==> src/sv/jsu_pkg.sv <==
// jsu_pkg: shared types, codes and helpers for the JSON string unescaper.
// No dependencies; imported by jsu_decode and json_string_unescape_top.
`timescale 1ns / 1ps

package jsu_pkg;

  localparam int unsigned ByteW = 8;
  localparam int unsigned ErrW  = 3;

  localparam logic [ByteW-1:0] ChQuote  = 8'h22;
  localparam logic [ByteW-1:0] ChBslash = 8'h5C;
  localparam logic [ByteW-1:0] ChSlash  = 8'h2F;
  localparam logic [ByteW-1:0] CtrlMax  = 8'h1F;
  localparam logic [ByteW-1:0] ChLowB   = 8'h62;
  localparam logic [ByteW-1:0] ChLowF   = 8'h66;
  localparam logic [ByteW-1:0] ChLowN   = 8'h6E;
  localparam logic [ByteW-1:0] ChLowR   = 8'h72;
  localparam logic [ByteW-1:0] ChLowT   = 8'h74;
  localparam logic [ByteW-1:0] ChLowU   = 8'h75;
  localparam logic [ByteW-1:0] ChBs     = 8'h08;
  localparam logic [ByteW-1:0] ChFf     = 8'h0C;
  localparam logic [ByteW-1:0] ChLf     = 8'h0A;
  localparam logic [ByteW-1:0] ChCr     = 8'h0D;
  localparam logic [ByteW-1:0] ChTab    = 8'h09;
  localparam logic [ByteW-1:0] ChNul    = 8'h00;

  typedef enum logic [7:0] {
    ModeIdle = 8'b0000_0001,
    ModeBody = 8'b0000_0010,
    ModeEsc  = 8'b0000_0100,
    ModeHex1 = 8'b0000_1000,
    ModeHex2 = 8'b0001_0000,
    ModeHex3 = 8'b0010_0000,
    ModeHex4 = 8'b0100_0000,
    ModeHalt = 8'b1000_0000
  } mode_e;

  typedef enum logic [ErrW-1:0] {
    ErrNone     = 3'd0,
    ErrEofEsc   = 3'd1,
    ErrEofHex   = 3'd2,
    ErrBadHex   = 3'd3,
    ErrBadEsc   = 3'd4,
    ErrCtrl     = 3'd5,
    ErrUnclosed = 3'd6
  } err_e;

  typedef struct packed {
    logic             char_valid;
    logic [ByteW-1:0] char_out;
    logic             closed;
    logic [ErrW-1:0]  error_code;
  } res_t;

  function automatic logic is_hex(logic [ByteW-1:0] c);
    return (c >= 8'h30 && c <= 8'h39) || (c >= 8'h41 && c <= 8'h46) ||
           (c >= 8'h61 && c <= 8'h66);
  endfunction

endpackage

==> src/sv/jsu_decode.sv <==
// jsu_decode: scan mode and held error registers plus the per-byte decode.
// Depends on jsu_pkg.
`timescale 1ns / 1ps

module jsu_decode (
  input  logic                      clk_i,
  input  logic                      rst_ni,
  input  logic                      step_i,
  input  logic [jsu_pkg::ByteW-1:0] byte_i,
  input  logic                      start_i,
  output jsu_pkg::res_t             res_o
);
  import jsu_pkg::*;

  mode_e mode_q, mode_d, mode_cur;
  err_e  held_q, held_d, held_cur;
  res_t  res;

  always_comb begin
    mode_cur = start_i ? ModeBody : mode_q;
    held_cur = start_i ? ErrNone : held_q;
    mode_d   = mode_cur;
    held_d   = held_cur;
    res      = '0;
    case (mode_cur)
      ModeBody: begin
        if (byte_i == ChNul) begin
          mode_d = ModeHalt;
          held_d = ErrUnclosed;
        end else if (byte_i == ChQuote) begin
          res.closed = 1'b1;
          mode_d     = ModeIdle;
        end else if (byte_i == ChBslash) begin
          mode_d = ModeEsc;
        end else if (byte_i <= CtrlMax) begin
          mode_d = ModeHalt;
          held_d = ErrCtrl;
        end else begin
          res.char_valid = 1'b1;
          res.char_out   = byte_i;
        end
      end
      ModeEsc: begin
        mode_d         = ModeBody;
        res.char_valid = 1'b1;
        case (byte_i)
          ChNul: begin
            res.char_valid = 1'b0;
            mode_d         = ModeHalt;
            held_d         = ErrEofEsc;
          end
          ChQuote, ChBslash, ChSlash: res.char_out = byte_i;
          ChLowB: res.char_out = ChBs;
          ChLowF: res.char_out = ChFf;
          ChLowN: res.char_out = ChLf;
          ChLowR: res.char_out = ChCr;
          ChLowT: res.char_out = ChTab;
          ChLowU: begin
            res.char_valid = 1'b0;
            mode_d         = ModeHex1;
          end
          default: begin
            res.char_valid = 1'b0;
            mode_d         = ModeHalt;
            held_d         = ErrBadEsc;
          end
        endcase
      end
      ModeHex1, ModeHex2, ModeHex3, ModeHex4: begin
        if (byte_i == ChNul) begin
          mode_d = ModeHalt;
          held_d = ErrEofHex;
        end else if (!is_hex(byte_i)) begin
          mode_d = ModeHalt;
          held_d = ErrBadHex;
        end else begin
          case (mode_cur)
            ModeHex1: mode_d = ModeHex2;
            ModeHex2: mode_d = ModeHex3;
            ModeHex3: mode_d = ModeHex4;
            default:  mode_d = ModeBody;
          endcase
        end
      end
      ModeHalt: begin
        res.error_code = held_cur;
      end
      default: begin
      end
    endcase
    if (mode_d == ModeHalt && mode_cur != ModeHalt) begin
      res.error_code = held_d;
    end
  end

  assign res_o = res;

  always_ff @(posedge clk_i or negedge rst_ni) begin
    if (!rst_ni) begin
      mode_q <= ModeIdle;
      held_q <= ErrNone;
    end else if (step_i) begin
      mode_q <= mode_d;
      held_q <= held_d;
    end
  end

endmodule

==> src/sv/json_string_unescape_top.sv <==
// json_string_unescape_top: input register, jsu_decode, result register.
// Depends on jsu_pkg and jsu_decode.
//
//   channel | signals                                   | direction
//   in      | in_valid_i/in_ready_o, byte_in_i, start_req_i | input
//   out     | out_valid_o/out_ready_i, char_valid_o, char_out_o, closed_o,
//           | error_code_o                              | output
//
// One item per cycle unless the output stalls; each item gives one result.
// The decode step runs when the input register moves into the result register.
// Reset clears both stage valids and returns the scan to idle with no error.
// A stalled result holds the result register; the input register still takes
// an item while it is empty or while the result register is free or drained.
`timescale 1ns / 1ps

module json_string_unescape_top (
  input  logic                      clk_i,
  input  logic                      rst_ni,
  input  logic                      in_valid_i,
  output logic                      in_ready_o,
  input  logic [jsu_pkg::ByteW-1:0] byte_in_i,
  input  logic                      start_req_i,
  output logic                      out_valid_o,
  input  logic                      out_ready_i,
  output logic                      char_valid_o,
  output logic [jsu_pkg::ByteW-1:0] char_out_o,
  output logic                      closed_o,
  output logic [jsu_pkg::ErrW-1:0]  error_code_o
);
  import jsu_pkg::*;

  logic             in_vld_q;
  logic [ByteW-1:0] byte_q;
  logic             start_q;
  logic             out_vld_q;
  res_t             res_q, res_d;
  logic             out_free;
  logic             step;

  assign out_free   = !out_vld_q || out_ready_i;
  assign step       = in_vld_q && out_free;
  assign in_ready_o = !in_vld_q || out_free;

  jsu_decode u_decode (
    .clk_i  (clk_i),
    .rst_ni (rst_ni),
    .step_i (step),
    .byte_i (byte_q),
    .start_i(start_q),
    .res_o  (res_d)
  );

  always_ff @(posedge clk_i or negedge rst_ni) begin
    if (!rst_ni) begin
      in_vld_q  <= 1'b0;
      out_vld_q <= 1'b0;
    end else begin
      if (in_ready_o) begin
        in_vld_q <= in_valid_i;
      end
      if (out_free) begin
        out_vld_q <= in_vld_q;
      end
    end
  end

  always_ff @(posedge clk_i) begin
    if (in_valid_i && in_ready_o) begin
      byte_q  <= byte_in_i;
      start_q <= start_req_i;
    end
    if (step) begin
      res_q <= res_d;
    end
  end

  assign out_valid_o  = out_vld_q;
  assign char_valid_o = res_q.char_valid;
  assign char_out_o   = res_q.char_out;
  assign closed_o     = res_q.closed;
  assign error_code_o = res_q.error_code;

endmodule
==> config.mk <==
export PLATFORM = sky130hd
export DESIGN_NAME = json_string_unescape_top
export DESIGN_NICKNAME = d
export VERILOG_FILES = /design/src/sv/jsu_pkg.sv /design/src/sv/jsu_decode.sv /design/src/sv/json_string_unescape_top.sv
export SDC_FILE = /design/constraint.sdc
export NUM_CORES = 1
export LEC_CHECK = 0
export BUFFER_PORTS_ARGS = -buffer_cell sky130_fd_sc_hd__buf_4
export CELL_PAD_IN_SITES_DETAIL_PLACEMENT = 1
export CELL_PAD_IN_SITES_GLOBAL_PLACEMENT = 1
export CORE_UTILIZATION = 50
export CTS_BUF_LIST = sky130_fd_sc_hd__clkbuf_2
export CTS_CLUSTER_DIAMETER = 60
export CTS_CLUSTER_SIZE = 20
export DETAILED_ROUTE_END_ITERATION = 10
export PLACE_DENSITY_LB_ADDON = 0.15
export SYNTH_ARGS = -nofsm -noshare
export SYNTH_HDL_FRONTEND = slang
export SYNTH_SLANG_ARGS = --single-unit
==> constraint.sdc <==
create_clock -name clk_i -period 3.8 [get_ports clk_i]
set_clock_uncertainty 0.1 [all_clocks]
set_input_delay 0.19 -clock clk_i [delete_from_list [all_inputs] [get_ports clk_i]]
set_output_delay 0.19 -clock clk_i [all_outputs]
set_load 0.05 [all_outputs]
==> summary.md <==
| Metric | Value |
|---|---|
| Status | finished, violations left |
| Failing checks | negative hold slack |
| Initial antenna violation count | 0 |
| Cts hold-fix bufs | 11 |
| Slew Limit Headroom | between 40% and 50% |
| Global route hottest layer | met2 |
| Post-Route WL | about 5500 um |
| Drt drc | 0 |
| Largest net degree at the start of global routing | 21 |
| Post-synthesis sequential area ratio | between 40% and 50% |
| Root buffer cell | clkbuf_2 |
| Hold depth | 3 |
| Final Critical Period | between 3 and 4 ns |
| Met2 Use GR | a little under half |
| Least-Margin Pin Slew | 0.7990 ns |
| Grt met3 use | under 10% |
| Synthesis-to-layout area growth | 18.04% |
| Detailed-router iteration count before antenna repair | 4 |
| Clock Tree Buf Depth | 2 |
| GRT overflow | 0 |
| Total CTS buffers | 5 |
| Gpl congestion | 0.9222 |
| Die H | around 67 um |
| Distinct cells, synth | 60 |
| Share of the synthesized area in the top cell type | 31.75% |
| Power density over the cells | about 400 nW/um^2 |
| Hpwl dp | between 4000 and 5000 um |
| Initial Util | a little over half |
| CP Class | register to register |
| Full die area | 4424 sq um |
| Vias | between 1,500 and 2,000 |
| Post-synth EDFFs | 22 |
| GRT Util Overall | between 20% and 30% |
| LEAKAGE | about 0.96 nW |
| Fin crit share | between 70% and 80% |
| CTS sink cnt | 35 |
| IO Port Bufs | 27 |
| Yosys reg bits | 35 |
| Vias in the first global route | between 1,500 and 2,000 |
| Nets | 258 |
| Boundary Pins | 28 |
| Share of cells above drive strength 1 | 23.17% |
| Fmax | between 300 and 400 MHz |
| Slew Viols, Final | 0 |
| Clock Latency Late Sink | 0.39 ns |
| Die W | ~67 um |
| RSZ-0062 raised after global routing | false |
| CTS resizes | 0 |
| # diodes | 0 |
| Maximum VDD drop | around 0.00024 V |
| Synth Instances | 207 |
| ANT nets after route | 0 |
| Most numerous cell in the Yosys netlist | edfxtp_1 |
| CTS tree | done |
| Fin util | 61.40% |
| Site Rows | 23 |
| Most frequent cells after synthesis | 22 x edfxtp_1, 21 x nor2_1, 19 x nand2_1, 12 x dfrtp_1, 12 x o21ai_0 |
| Post-CTS setup buffers | 0 |
| Leading area contributor after synthesis | edfxtp_1 |
| Synth area leaders | edfxtp_1 32%, dfrtp_1 14%, nor2_1 3.8% |
| Synth Net Count | between 200 and 250 |
| Yosys warning count | 0 |
| Setup crit end kind | register |
| Mapped cell area | between 2000 and 2500 sq um |
| Startpoint types | register |
| Drt wl/cell | around 19 um |
| Crit path required time | 3.97 ns |
| Worst r2r path cells | 7 |
| Crit path DAT | 3.18 ns |
| Min-Delay Path Class | input port to register |
| Setup Viol. Count Final | 0 |
| Endpoints failing hold | 1 |
| Post-DR vias/cell | slightly above 6 |
| H-tree Lvls | 2 |
| Max-cap violations | 0 |
| Met1 global-route usage | 35.73% |
| Most used DFF post-synth | edfxtp_1 |
| Placeable core area | around 4000 sq um |
| Critical path peak fanout | 15 |
| Reg clk slew, reported paths | around 0.17 ns |
| Mean Syn Cell Area | approximately 10 sq um |
| Hold Worst Slack | -0.002699 ns |
| Setup TNS | 0 ns |
| First-pass GRT wire length | ~9000 um |
| Initial DRC Count | 129 |
| Synth async-reset ratio | between 30% and 40% |
==> area by class of cell <==
| class | instances | area (sq um) |
|---|---|---|
| clock inverter | 3 | 20.02 |
| clock buffer | 5 | 25.02 |
| tap | 50 | 62.56 |
| multi-input combinational | 157 | 1015 |
| fill | 450 | 1544 |
| sequential | 35 | 987.2 |
| inverter | 7 | 26.28 |
| timing repair buffer | 39 | 320.3 |
==> critical path: stages (launching register included) <==
cell and delay, ns:
edfxtp_1 0.63, or4_4 0.63, a2111oi_2 0.39, a22oi_2 0.21, a21oi_4 0.23, o211ai_2 0.14
nor4_4 0.38, a22o_1 0.18
==> flip-flops by register name (all words and copies together) (netlist names) <==
register and flops:
error_code_o 3, byte_q 8, closed_o 1, u_decode.held_q 3, char_valid_o 1, u_decode.mode_q 8, out_valid_o 1, start_q 1
in_vld_q 1, char_out_o 8
==> logic make-up (layout without fill, tap and decap cells) <==
kind of cell,count (synthesis),after routing,synth area share (%)
AO/OA/AOI/OAI,47,47,16.54
XOR/XNOR,2,2,0.8420
buffers and inverters,15,54,3.788
flip-flops,35,35,47.44
multiplexers,4,4,2.105
AND/OR/NAND/NOR,104,104,29.29
==> report_power, final <==
part           internal [mW]  leakage [nW]  switching [mW]
logic                  0.124         0.548           0.196
registers              0.449         0.382          0.0433
clock network         0.0436        0.0250           0.128
total                  0.617         0.955           0.367
==> placed cells by master, fill, tap and decap left out, types with 2 or more instances in the layout <==
cell type	count
nand2b_1	4
a22o_1	3
inv_1	6
o32ai_1	2
o21ai_0	12
nor3_1	9
nor2b_1	6
clkinvlp_4	2
buf_4	28
o31ai_1	4
edfxtp_1	22
dfrtp_1	12
nor3b_1	4
mux2_2	2
nand2_1	19
nand4_1	4
and2_1	4
clkbuf_2	5
a21oi_1	7
nor4b_1	2
a32oi_1	2
nand3b_1	3
or3_4	2
a31oi_1	2
or2_2	2
nor2_1	21
nand3_1	7
a211oi_1	2
xor2_1	2
o21ai_1	2
dlygate4sd3_1	11
or2b_2	3
==> path summary, 6_finish.rpt <==
check | startpoint | to | slack (ns)
worst max-delay path | start_q | error_code_o[0] | 0.79
worst min-delay path | out_ready_i | out_valid_o | -0.003
worst max register to register | start_q | error_code_o[0] | 0.79
worst min register to register | u_decode.held_q[0] | u_decode.held_q[0] | 0.43
max in group asynchronous | rst_ni | u_decode.mode_q[0] | 3.32
min in group asynchronous | rst_ni | u_decode.mode_q[6] | 0.04
==> layer usage <==
layer  part of all wire [%]  up-vias
met4                   0.96        0
met2                     50       72
met5                      0        -
met1                     43      889
li1                       -      850
met3                    5.8        7
==> per-stage QoR <==
step | cells | hold WS [ns] | instance area, sq um | setup slack, ns | power, mW
6_report | 296 | -0.002699 | 2456 | 0.7870 | 0.9845
5_1_grt | 296 | 0.01778 | 2456 | 0.6099 | 1.036
4_1_cts | 296 | 0.02051 | 2456 | 0.8099 | 0.9827
3_5_place_dp | 277 | -0.05080 | 2301 | 0.8456 | 0.8069
3_3_place_gp | 277 | -0.05578 | 2301 | 1.014 | 0.7911
2_1_floorplan | 207 | -0.2056 | 2081 | 1.253 | 0.7194
(Power assumes the default switching activity.)
